--- src/hw/rtl/sbp_pkg.sv ---
// shared types, constants and the byte-wide crc-16-ccitt update for the frame receiver
// no dependencies
`default_nettype none

package sbp_pkg;

    // fixed framing constants
    localparam logic [7:0] PREAMBLE_BYTE = 8'h55;
    localparam logic [7:0] FIELD_BYTES   = 8'd2;
    localparam logic [15:0] CRC_POLY     = 16'h1021;

    // result event codes
    typedef enum logic [1:0] {
        EV_NONE    = 2'd0,
        EV_PAYLOAD = 2'd1,
        EV_GOOD    = 2'd2,
        EV_CRC_ERR = 2'd3
    } t_event;

    // deframing phase, one-hot
    typedef enum logic [5:0] {
        PH_HUNT    = 6'b000001,
        PH_TYPE    = 6'b000010,
        PH_SENDER  = 6'b000100,
        PH_LENGTH  = 6'b001000,
        PH_PAYLOAD = 6'b010000,
        PH_CRC     = 6'b100000
    } t_phase;

    // crc-16-ccitt, msb first, one byte folded in
    function automatic logic [15:0] crc_feed(input logic [15:0] crc, input logic [7:0] b);
        logic [15:0] c;
        c = crc ^ {b, 8'h00};
        for (int i = 0; i < 8; i++) begin
            if (c[15]) begin
                c = {c[14:0], 1'b0} ^ CRC_POLY;
            end else begin
                c = {c[14:0], 1'b0};
            end
        end
        return c;
    endfunction

endpackage

`default_nettype wire

--- src/hw/rtl/sbp_frame_receiver.sv ---
// binary frame receiver: preamble hunt, header capture, payload pass-out, crc check
// depends on sbp_pkg
`default_nettype none

// Takes one received byte per item and gives exactly one result item per byte, so a
// new byte can be taken in every cycle: the phase logic and the byte-wide crc update
// sit between the frame state registers and a single result register. A result that
// waits on a stalled output holds the input back only while the result register is
// full and stalled; otherwise each byte's result appears on the cycle after it is
// taken. Event 1 carries a payload byte and its index, event 2 marks a good frame
// (header fields shown, then cleared), event 3 a crc mismatch (fields kept until the
// next preamble). Header bytes, the first crc byte and bytes outside a frame: event 0.
module sbp_frame_receiver
    import sbp_pkg::*;
(
    input  wire logic        i_clk,
    input  wire logic        i_rst_n,
    // byte input
    input  wire logic        i_rx_valid,
    output logic             o_rx_stall,
    input  wire logic [7:0]  i_rx_byte,
    // result output
    output logic             o_res_valid,
    input  wire logic        i_res_stall,
    output logic [1:0]       o_event_res,
    output logic [7:0]       o_data_byte,
    output logic [7:0]       o_byte_index,
    output logic [15:0]      o_msg_type,
    output logic [15:0]      o_sender_id,
    output logic [7:0]       o_payload_len
);

    // frame state
    t_phase      r_phase,      n_phase;
    logic [7:0]  r_count,      n_count;
    logic [15:0] r_type,       n_type;
    logic [15:0] r_sender,     n_sender;
    logic [7:0]  r_length,     n_length;
    logic [15:0] r_crc,        n_crc;
    logic [7:0]  r_crc_low,    n_crc_low;

    // result register
    logic        r_res_valid;
    t_event      r_event,      n_event;
    logic [7:0]  r_data,       n_data;
    logic [7:0]  r_index,      n_index;
    logic [15:0] r_out_type;
    logic [15:0] r_out_sender;
    logic [7:0]  r_out_length;

    logic        take;
    logic        good_end;
    logic [7:0]  count_inc;
    logic [15:0] crc_next;
    logic [15:0] rx_crc;

    // input is held back only while a finished result is stalled
    assign o_rx_stall = r_res_valid && i_res_stall;
    assign take       = i_rx_valid && !o_rx_stall;

    assign count_inc = r_count + 8'd1;
    assign crc_next  = crc_feed(r_crc, i_rx_byte);
    assign rx_crc    = {i_rx_byte, r_crc_low};

    // phase logic for one byte
    always_comb begin
        n_phase   = r_phase;
        n_count   = r_count;
        n_type    = r_type;
        n_sender  = r_sender;
        n_length  = r_length;
        n_crc     = r_crc;
        n_crc_low = r_crc_low;
        n_event   = EV_NONE;
        n_data    = 8'd0;
        n_index   = 8'd0;
        good_end  = 1'b0;
        unique case (r_phase)
            PH_TYPE: begin
                if (r_count[0]) begin
                    n_type[15:8] = i_rx_byte;
                end else begin
                    n_type[7:0] = i_rx_byte;
                end
                n_crc   = crc_next;
                n_count = count_inc;
                if (count_inc >= FIELD_BYTES) begin
                    n_count = 8'd0;
                    n_phase = PH_SENDER;
                end
            end
            PH_SENDER: begin
                if (r_count[0]) begin
                    n_sender[15:8] = i_rx_byte;
                end else begin
                    n_sender[7:0] = i_rx_byte;
                end
                n_crc   = crc_next;
                n_count = count_inc;
                if (count_inc >= FIELD_BYTES) begin
                    n_count = 8'd0;
                    n_phase = PH_LENGTH;
                end
            end
            PH_LENGTH: begin
                n_length = i_rx_byte;
                n_crc    = crc_next;
                n_count  = 8'd0;
                n_phase  = (i_rx_byte == 8'd0) ? PH_CRC : PH_PAYLOAD;
            end
            PH_PAYLOAD: begin
                n_event = EV_PAYLOAD;
                n_data  = i_rx_byte;
                n_index = r_count;
                n_crc   = crc_next;
                n_count = count_inc;
                if (count_inc >= r_length) begin
                    n_count = 8'd0;
                    n_phase = PH_CRC;
                end
            end
            PH_CRC: begin
                if (r_count == 8'd0) begin
                    n_crc_low = i_rx_byte;
                    n_count   = 8'd1;
                end else begin
                    if (rx_crc == r_crc) begin
                        n_event  = EV_GOOD;
                        good_end = 1'b1;
                    end else begin
                        n_event = EV_CRC_ERR;
                    end
                    n_count = 8'd0;
                    n_phase = PH_HUNT;
                end
            end
            default: begin
                // hunting, also any stray phase code
                n_phase = PH_HUNT;
                if (i_rx_byte == PREAMBLE_BYTE) begin
                    n_count  = 8'd0;
                    n_crc    = 16'd0;
                    n_type   = 16'd0;
                    n_sender = 16'd0;
                    n_length = 8'd0;
                    n_phase  = PH_TYPE;
                end
            end
        endcase
    end

    // frame state registers
    always_ff @(posedge i_clk) begin
        if (!i_rst_n) begin
            r_phase   <= PH_HUNT;
            r_count   <= 8'd0;
            r_type    <= 16'd0;
            r_sender  <= 16'd0;
            r_length  <= 8'd0;
            r_crc     <= 16'd0;
            r_crc_low <= 8'd0;
        end else if (take) begin
            r_phase   <= n_phase;
            r_count   <= n_count;
            r_crc     <= n_crc;
            r_crc_low <= n_crc_low;
            // a good frame shows its header once, then the header clears
            r_type    <= good_end ? 16'd0 : n_type;
            r_sender  <= good_end ? 16'd0 : n_sender;
            r_length  <= good_end ? 8'd0  : n_length;
        end
    end

    // result valid flag
    always_ff @(posedge i_clk) begin
        if (!i_rst_n) begin
            r_res_valid <= 1'b0;
        end else if (take) begin
            r_res_valid <= 1'b1;
        end else if (!i_res_stall) begin
            r_res_valid <= 1'b0;
        end
    end

    // result payload
    always_ff @(posedge i_clk) begin
        if (take) begin
            r_event      <= n_event;
            r_data       <= n_data;
            r_index      <= n_index;
            r_out_type   <= n_type;
            r_out_sender <= n_sender;
            r_out_length <= n_length;
        end
    end

    assign o_res_valid   = r_res_valid;
    assign o_event_res   = r_event;
    assign o_data_byte   = r_data;
    assign o_byte_index  = r_index;
    assign o_msg_type    = r_out_type;
    assign o_sender_id   = r_out_sender;
    assign o_payload_len = r_out_length;

endmodule

`default_nettype wire

--- config.mk ---
export PLATFORM = sky130hd
export DESIGN_NAME = sbp_frame_receiver
export DESIGN_NICKNAME = d
export VERILOG_FILES = /design/src/hw/rtl/sbp_pkg.sv /design/src/hw/rtl/sbp_frame_receiver.sv
export SDC_FILE = /design/constraint.sdc
export NUM_CORES = 1
export LEC_CHECK = 0
export BUFFER_PORTS_ARGS = -buffer_cell sky130_fd_sc_hd__buf_2
export CAP_MARGIN = 20
export CORE_MARGIN = 3
export CORE_UTILIZATION = 48
export CTS_CLUSTER_SIZE = 10
export DETAILED_ROUTE_END_ITERATION = 12
export GPL_ROUTABILITY_DRIVEN = 0
export PLACE_DENSITY_LB_ADDON = 0.3
export RECOVER_POWER = 25
export SLEW_MARGIN = 20
export SYNTH_ARGS = -nofsm -noshare
export SYNTH_HDL_FRONTEND = slang
export SYNTH_SLANG_ARGS = --single-unit
--- constraint.sdc ---
create_clock -name i_clk -period 4 [get_ports i_clk]
set_clock_uncertainty 0.2 [all_clocks]
set_input_delay 0.8 -clock i_clk [delete_from_list [all_inputs] [get_ports i_clk]]
set_output_delay 0.8 -clock i_clk [all_outputs]
set_load 0.02 [all_outputs]
After elaboration in Yosys (flattened, before gate mapping):

Cells that the tools add are included.

* add/subtract/negate cells: 1
* magnitude comparators: 2
* eq/ne operators: 12
* muxes and demuxes: 43
* bitwise operators: 10
* reduce and logical (&&, ||, !) cells: 16

Operator list (count)
* 2-to-1 mux 13 bit: 8
* case mux 16 bit (2 select lines): 3
* 2-to-1 mux 16 bit: 5
* 2-to-1 mux 8 bit: 9
* case mux 8 bit (4 select lines): 1
* 2-to-1 mux 6 bit: 5
* case mux 6 bit (5 select lines): 1
* inverter 3 bit: 8
* == test 16 bit: 1
* zero test 8 bit: 2
* case mux 8 bit (2 select lines): 1
* OR reduction 4 bit: 4
* bitwise XOR 16 bit: 1
* adder 8 x 1 -> 8 bit, second input constant: 1
* == test 8 x 7 -> 1 bit, second input constant: 1
* >= comparator 8 x 2 -> 1 bit, second input constant: 1
* >= comparator 8 bit: 1
* inequality test 2 bit, second input constant: 4
* 2-to-1 mux 1 bit: 7
* == test 6 x 2 -> 1 bit, second input constant: 1
* == test 6 x 3 -> 1 bit, second input constant: 1
* == test 6 x 4 -> 1 bit, second input constant: 1
* == test 6 x 5 -> 1 bit, second input constant: 1
* == test 6 bit, second input constant: 1
* 12 further kinds: 15

* bits in registers: 137
* input port bits: 12
* word-level logic and storage cells: 98

Depth between registers and ports, before layout:

Gate-level depths: netlist of run 1.

* word-level depth: 18
* gate-level depth with buffers: 12
* gate-level depth less buffers: 10

Least setup slack after synthesis of run 1:

OpenSTA, ideal clock, no wires.

* path kind: input -> register
* start: in i_rx_valid
* end: reg r_crc[11]
* setup time: 65 ps
* arrival time: 4059 ps
* path slack: -324 ps
* stages on the path: 8
* cell sequence: a21bo_2 inv_1 clkbuf_1 o311ai_1 clkbuf_1 nor3b_1 a21oi_1 nor2b_1

* longest elaborated chain between the ends: 2

Ends and longest elaborated chain
* start, declared: RTL line sbp_frame_receiver.sv:19 `input wire logic i_rx_valid,`
* logical AND 1 bit: RTL line sbp_frame_receiver.sv:59 `assign take = i_rx_valid && !o_rx_stall;`
* net take: RTL line sbp_frame_receiver.sv:51 `logic take;`
* AND reduction 3 bit (no source line)
* end signal, assigned: RTL line sbp_frame_receiver.sv:165 `r_crc <= n_crc;`
* end, declared: RTL line sbp_frame_receiver.sv:39 `logic [15:0] r_crc, n_crc;`

The timed path passes the listed nets, and every way through them passes these cells.
A chain may end at the register's enable or synchronous reset.

Worst setup path after layout of run 1:

* start: reg r_count[2]
* end: reg r_phase[0]

* longest elaborated chain between the ends: 4
* elaborated cells between the ends (all ways): 9

Ends and longest elaborated chain
* start, declared: RTL line sbp_frame_receiver.sv:35 `logic [7:0] r_count, n_count;`
* start signal, assigned: RTL line sbp_frame_receiver.sv:164 `r_count <= n_count;`
* adder 8 x 1 -> 8 bit: RTL line sbp_frame_receiver.sv:61 `assign count_inc = r_count + 8'd1;`
* >= comparator 8 bit / >= comparator 8 x 2 -> 1 bit (equally long branches): RTL line sbp_frame_receiver.sv:117, sbp_frame_receiver.sv:87, sbp_frame_receiver.sv:100
* inequality test 2 bit (no source line)
* AND reduction 5 bit (no source line) *
* end signal, assigned: RTL line sbp_frame_receiver.sv:163 `r_phase <= n_phase;`
* end, declared: RTL line sbp_frame_receiver.sv:34 `t_phase r_phase, n_phase;`

Mark *: on every way between the ends. The rest lies on a longest branch, timed or not.

==> results.ini, run 1 <==
[logic_synthesis]
compound_gate_portion_of_the_synthesized_area=0.202
synth_cell_types=65
synthSimpleGateAreaFrac=0.162
synth.net_count=659
number_of_enable_type_register_cells_in_the_synthesized_netlist=58
xor_xnor_portion_of_the_synthesized_cell_area=0.0560
synth_top_area_frac=0.261
mapped_cell_area_um2=6660
synth.yosys.seq_area_share=0.499
synth.area.mux_share=0.0195
synthCells=637
synth_area_leaders=sky130_fd_sc_hd__edfxtp_1 (26%), sky130_fd_sc_hd__dfxtp_1 (24%), sky130_fd_sc_hd__a22o_1 (5.3%)
synth-seq-cells=137
ys_warn_count=0
average_cell_area_after_synthesis_um2=10.5
synth_top_family_by_area=compound AO/OA/AOI/OAI gates
post-synth-top-area-cell=sky130_fd_sc_hd__edfxtp_1
adder_cell_share_of_the_synthesized_area=0.0188
synth-main-ff-cell=sky130_fd_sc_hd__dfxtp_1
ys_async_sr_fraction=0

[floorplan]
dieWidth_um=124
number_of_ports_placed_on_the_die_boundary=72
rows=42
floorplan.die_area_um2=15300
dieHeight_um=124
floorplan.initialDensity=0.497
core_um2=13400

[setup_path]
crit_required_ps=3980
crit_arrival_ps=3330
cpPeakStageDelay_ps=500
worstPathMaxFanout=9
worstSetupStartpointType=flip-flop
critPathCaptureType=flip-flop
critical_path.cell_chain=and4_1 -> nand2_1 -> and2_1 -> or2_2 -> ha_1 -> nand3_1 -> o21ai_0 -> a31o_2 -> and3b_1 -> a41oi_1
crit_path_buffers_inverters=0
cpMaxStageDelayCell=sky130_fd_sc_hd__dfxtp_1
timing_worst_setup_path_type=reg -> reg
critical-path-top-delay-family=simple AND/OR/NAND/NOR gates

[global_routing]
grt_pass1_wl_um=25200
via_count_of_the_first_global_routing_pass=4775
grt_max_degree=53
grt_antenna_before_repair=0
global_route.usage.total=0.216
grt-ovfl-total=0

[sta]
clock.fmax_mhz=298
setup_viol=0
worst_slew_margin_rel=-0.374
rsz_0062_raised_after_global_routing=false
tns_ps=0
hold_viol=0
final_max_slew_viol_count=53
max_slew.worst_pin.slew_ps=2060
whs_ps=270
final_period_minus_worst_setup_slack_ps=3350
finalCritPeriodShare=0.838

[power]
vdd_ir_drop_max_mv=0.213
powerDensity_nw_per_um2=416
static-leakage-power_uw=0.00261

[detailed_routing]
detail_route.first_pass.iterations=4
ant_nets=0
detail_route.wirelength_um=15800
vias_per_cell=5.75
wl_per_cell_um=18.0
vias=5070
detailedRoute.firstIterationViolations=448
drt_drc_violations_left=0

[clocking]
tritoncts=built
cts_hold_buf=0
postCtsResizedCells=0
clockBufferDepth=2
clk_pin_slew_ps=60
htree_levels=4
cts_post_setup_buffers_inserted=0
root_buf_cell=sky130_fd_sc_hd__clkbuf_16
cts-buffers-inserted=17
clkLatencyLatePin_ps=420
clkSinkCount=137

[final_layout]
antennaDiodeCount=0
fillers=1191
seq_area_um2=3320
layout.nets=714
multi_input_area_um2=3060
final_layout_size_suffix_gt1_frac=0.108
synthToLayoutAreaGrowth_pct=14.7

[place]
port_buffers=71
detailed_place_hpwl_um=10300

[hold_path]
worstHoldPathType=reg -> reg

[status]
failing_checks=capacitance limit, slew limit
outcome=finished, violations left

[flow_run]
max_cap_violations=1

==> final cells by class <==
class | instances | area share
flip-flops and latches | 137 | 0.435
repair buffers | 85 | 0.0521
multi-input cells | 436 | 0.401
well taps | 176 | 0.0288
inverters | 15 | 0.00737
clock inverters | 5 | 0.00393
clock buffers | 27 | 0.0721
==> worst reg2reg max path, delay by kind of cell (launching register included) <==
kind	cells	cell delay, ps
simple gates	6	1360
compound gates	3	760
flops	1	500
fa+ha+maj	1	300
==> path summary, 6_finish.rpt <==
| kind | from | end | slack (ps) | cells past startpoint |
|---|---|---|---|---|
| worst min register to register | r_sender[13]$_SDFFE_PN0P_ | r_sender[13]$_SDFFE_PN0P_ | 270 | 2 |
| worst min-delay path | r_sender[13]$_SDFFE_PN0P_ | r_sender[13]$_SDFFE_PN0P_ | 270 | 2 |
| worst max register to register | r_count[2]$_SDFFE_PN0P_ | r_phase[0]$_SDFFE_PN1P_ | 650 | 10 |
| worst max-delay path | r_count[2]$_SDFFE_PN0P_ | r_phase[0]$_SDFFE_PN1P_ | 650 | 10 |
==> placed cells by master (no fill, tap or decap), drive strengths merged, types with 21 or more instances in the layout <==
cell type,n
buf,35
clkbuf,77
edfxtp,58
xnor2,33
nor2,21
nand2,53
nor2b,42
a22o,40
a21boi,35
o21ai,28
dfxtp,79
a22oi,21
==> sequential cells by signal (all words and copies together) (netlist names), 16 cells and up <==
name / flops
r_sender: 16
r_crc: 16
r_type: 16
o_sender_id: 16
o_msg_type: 16
==> logic make-up (layout without fill, tap and decap cells) <==
logic type                 Yosys count  in the layout
DFF                                137            137
AOI/OAI and AO/OA                  176            176
buffers and inverters               64            132
and+or+nand+nor                    196            196
xor gates and xnor gates            41             41
adders and majority gates           10             10
muxes                               13             13
==> through the flow <==
| stage | setup slack (ps) | cell area [µm²] | std cells | utilization | total power, µW |
|---|---|---|---|---|---|
| global placement | 704 | 7120 | 849 | 0.531 | 1700 |
| global route | 366 | 7640 | 881 | 0.570 | 3280 |
| finish | 650 | 7640 | 881 | 0.570 | 3180 |
| detailed placement | 621 | 7120 | 849 | 0.531 | 1700 |
| CTS | 735 | 7700 | 881 | 0.575 | 3200 |
| floorplan | 805 | 6660 | 637 | - | 1640 |
==> power by group <==
part / leakage [µW] / switching, µW / internal, µW
clock network: 0.000291 / 566 / 943
registers: 0.00122 / 8.76 / 1480
logic: 0.00110 / 128 / 49.1
==> cells in the mapped netlist, types with 8 or more instances <==
cell,number
sky130_fd_sc_hd__nand2_1,53
sky130_fd_sc_hd__nor2_1,21
sky130_fd_sc_hd__a22oi_1,21
sky130_fd_sc_hd__nand4_1,8
sky130_fd_sc_hd__nor3_1,13
sky130_fd_sc_hd__mux2i_1,13
sky130_fd_sc_hd__o21ai_1,12
sky130_fd_sc_hd__ha_1,10
sky130_fd_sc_hd__nor2b_1,42
sky130_fd_sc_hd__o21ai_0,16
sky130_fd_sc_hd__a22o_1,40
sky130_fd_sc_hd__clkbuf_1,34
sky130_fd_sc_hd__a21oi_1,11
sky130_fd_sc_hd__o31ai_1,17
sky130_fd_sc_hd__inv_1,15
sky130_fd_sc_hd__a21boi_0,14
sky130_fd_sc_hd__xnor2_1,33
sky130_fd_sc_hd__edfxtp_1,58
sky130_fd_sc_hd__dfxtp_1,79
sky130_fd_sc_hd__a21boi_1,21
sky130_fd_sc_hd__and2_1,16
==> metal layers <==
metal	global-route usage	routed length, µm	up-vias
li1	-	-	2454
met1	0.289	7090	2440
met4	0.0789	269	0
met3	0.0640	1080	25
met2	0.335	7400	151
met5	0	0	-
(Power assumes the default switching activity.)
==> run 2, diff against run 1 <==
- ABC_AREA: unset -> 1
- clock period: 4 -> 2.8 ns (I/O delays scaled with it)
==> results.ini, run 2 <==
[status]
outcome=finished, violations left
failing_checks=capacitance limit, slew limit

[global_routing]
grt_max_degree=72
global_route.usage.total=0.226
grt_antenna_before_repair=0
grt_pass1_wl_um=26400
grt-ovfl-total=0
via_count_of_the_first_global_routing_pass=5094

[setup_path]
r2r_cells=13
crit_required_ps=2850
critPathCaptureType=flip-flop
timing_worst_setup_path_type=reg -> reg
r2r_setup_slack_ps=240
worst_reg2reg_path_startpoint=r_count[0]$_SDFFE_PN0P_
worstPathMaxFanout=8
worstSetupStartpointType=flip-flop
crit_arrival_ps=2620
worst_r2r_endpoint=r_phase[4]$_SDFFE_PN0P_

[detailed_routing]
vias=5561
detailedRoute.firstIterationViolations=592
ant_nets=0
detail_route.first_pass.iterations=7
detail_route.wirelength_um=16400
wl_per_cell_um=15.8
drt_drc_violations_left=0
vias_per_cell=5.38

[logic_synthesis]
post-synth-top-area-cell=sky130_fd_sc_hd__edfxtp_1
synth.area.mux_share=0
synthMostInstantiatedCell=sky130_fd_sc_hd__nand2_1
synth-seq-cells=137
ys_async_sr_fraction=0
ys_warn_count=0
number_of_enable_type_register_cells_in_the_synthesized_netlist=58
synth_top_area_frac=0.264
synth-main-ff-cell=sky130_fd_sc_hd__dfxtp_1
xor_xnor_portion_of_the_synthesized_cell_area=0.0439
synth_cell_types=40
synth_area_leaders=sky130_fd_sc_hd__edfxtp_1 (26%), sky130_fd_sc_hd__dfxtp_1 (24%), sky130_fd_sc_hd__nand2_1 (10%)
adder_cell_share_of_the_synthesized_area=0.0190
synth.yosys.seq_area_share=0.504
compound_gate_portion_of_the_synthesized_area=0.151
synth_top_family_by_area=simple AND/OR/NAND/NOR gates
synth.top_cells.by_count=sky130_fd_sc_hd__nand2_1 (184), sky130_fd_sc_hd__a21oi_1 (85), sky130_fd_sc_hd__dfxtp_1 (79)
synthSimpleGateAreaFrac=0.217
mapped_cell_area_um2=6590
average_cell_area_after_synthesis_um2=8.51
synthCells=774
synth.net_count=796

[place]
port_buffers=71
dpl.cell_count=1000
detailed_place_hpwl_um=10700
placement.setup.worst_slack_ps=189

[hold_path]
min_delay_worst_endpoint=o_res_valid$_SDFFE_PN0P_
worstHoldPathCells=3
worstHoldPathType=in -> reg
hold_start=i_rx_valid

[sta]
post-route-worst-setup-slack_ps=236
finalCritPeriodShare=0.916
final_period_minus_worst_setup_slack_ps=2560
hold_viol=0
setup_viol=0
clock.fmax_mhz=390
max_slew.worst_pin.slew_ps=1550
final_max_slew_viol_count=68
tns_ps=0
worst_slew_margin_rel=-0.0338
rsz_0062_raised_after_global_routing=false

[floorplan]
floorplan.initialDensity=0.494
number_of_ports_placed_on_the_die_boundary=72
floorplan.die_area_um2=15200
dieWidth_um=123
rows=42
core_um2=13300
dieHeight_um=123

[clocking]
clk_pin_slew_ps=60
root_buf_cell=sky130_fd_sc_hd__clkbuf_16
clkSinkCount=137
clkLatencyLatePin_ps=430
tritoncts=built
cts-buffers-inserted=17
cts_post_setup_buffers_inserted=0
clockBufferDepth=2
htree_levels=4
postCtsResizedCells=0
cts_hold_buf=0

[power]
vdd_ir_drop_max_mv=0.401
static-leakage-power_uw=0.00312
powerDensity_nw_per_um2=640
finalPower_uw=4970

[final_layout]
mostFrequentLayoutCells=sky130_fd_sc_hd__nand2_1 (184), sky130_fd_sc_hd__a21oi_1 (85), sky130_fd_sc_hd__dfxtp_1 (77)
final_layout_size_suffix_gt1_frac=0.176
layout.nets=865
multi_input_area_um2=2830
layout.cells.non_filler=1033
seq_area_um2=3330
layout.cells.most_common=sky130_fd_sc_hd__nand2_1
fillers=1205
synthToLayoutAreaGrowth_pct=17.8

[flow_run]
max_cap_violations=1

-- run 2: power breakdown --
part	internal, µW	switching, µW	total [µW]
clock	1550	859	2400
combinational	114	287	401
sequential	2140	24.7	2160
total	3800	1170	4970
-- run 2: worst max-delay path by stage --
stage          cells after the start  slack (ps)                 endpoint                    start
5_1_grt                           13          50  r_phase[4]$_SDFFE_PN0P_  r_count[0]$_SDFFE_PN0P_
2_1_floorplan                     18         120  r_phase[2]$_SDFFE_PN0P_  r_count[0]$_SDFFE_PN0P_
3_5_place_dp                      13         190  r_phase[2]$_SDFFE_PN0P_  r_count[0]$_SDFFE_PN0P_
6_report                          13         240  r_phase[4]$_SDFFE_PN0P_  r_count[0]$_SDFFE_PN0P_
4_1_cts                           14         140  r_phase[4]$_SDFFE_PN0P_  r_count[0]$_SDFFE_PN0P_
3_3_place_gp                      13         200  r_phase[3]$_SDFFE_PN0P_  r_count[0]$_SDFFE_PN0P_
-- run 2: kinds of logic (layout without fill, tap and decap cells) --
family	count (synthesis)	count (layout)
simple gates	320	320
fa+ha+maj	10	10
xor+xnor	33	33
flops	137	137
other cells	0	1
compound gates	169	169
buf+inv	105	187
-- run 2: worst max-delay path, cell delays in order, from the launching register on --
cell,delay (ps)
sky130_fd_sc_hd__dfxtp_2,420
sky130_fd_sc_hd__nand4_1,170
sky130_fd_sc_hd__nor2_1,120
sky130_fd_sc_hd__nand2_1,70
sky130_fd_sc_hd__xor2_1,240
sky130_fd_sc_hd__inv_1,110
sky130_fd_sc_hd__ha_1,180
sky130_fd_sc_hd__or2_0,210
sky130_fd_sc_hd__a21oi_1,140
sky130_fd_sc_hd__nand2_2,160
sky130_fd_sc_hd__nand3_2,180
sky130_fd_sc_hd__nand2_1,70
sky130_fd_sc_hd__nand2_1,70
sky130_fd_sc_hd__nor2_1,50
-- run 2: stage by stage --
stage	util	hold WS (ps)	area [µm²]
2_1_floorplan	-	253	6600
3_3_place_gp	0.536	263	7150
3_5_place_dp	0.536	270	7150
4_1_cts	0.585	199	7800
5_1_grt	0.581	214	7760
6_report	0.582	203	7760
-- run 2: cell type report --
cell class              count  area share
multi-input cells         532       0.364
clock buffers              25      0.0707
flip-flops and latches    137       0.428
repair buffers             87      0.0627
well taps                 176      0.0284
diodes                      1    0.000322
inverters                  68      0.0329
clock inverters             7      0.0127
-- run 2: metal layers --
layer  GRT usage  wire length (µm)  up-vias
li1            -                 -     2743
met1       0.314              7420     2601
met2       0.335              7420      191
met3      0.0590              1210       26
met4      0.0913               328        0
met5           0                 0        -
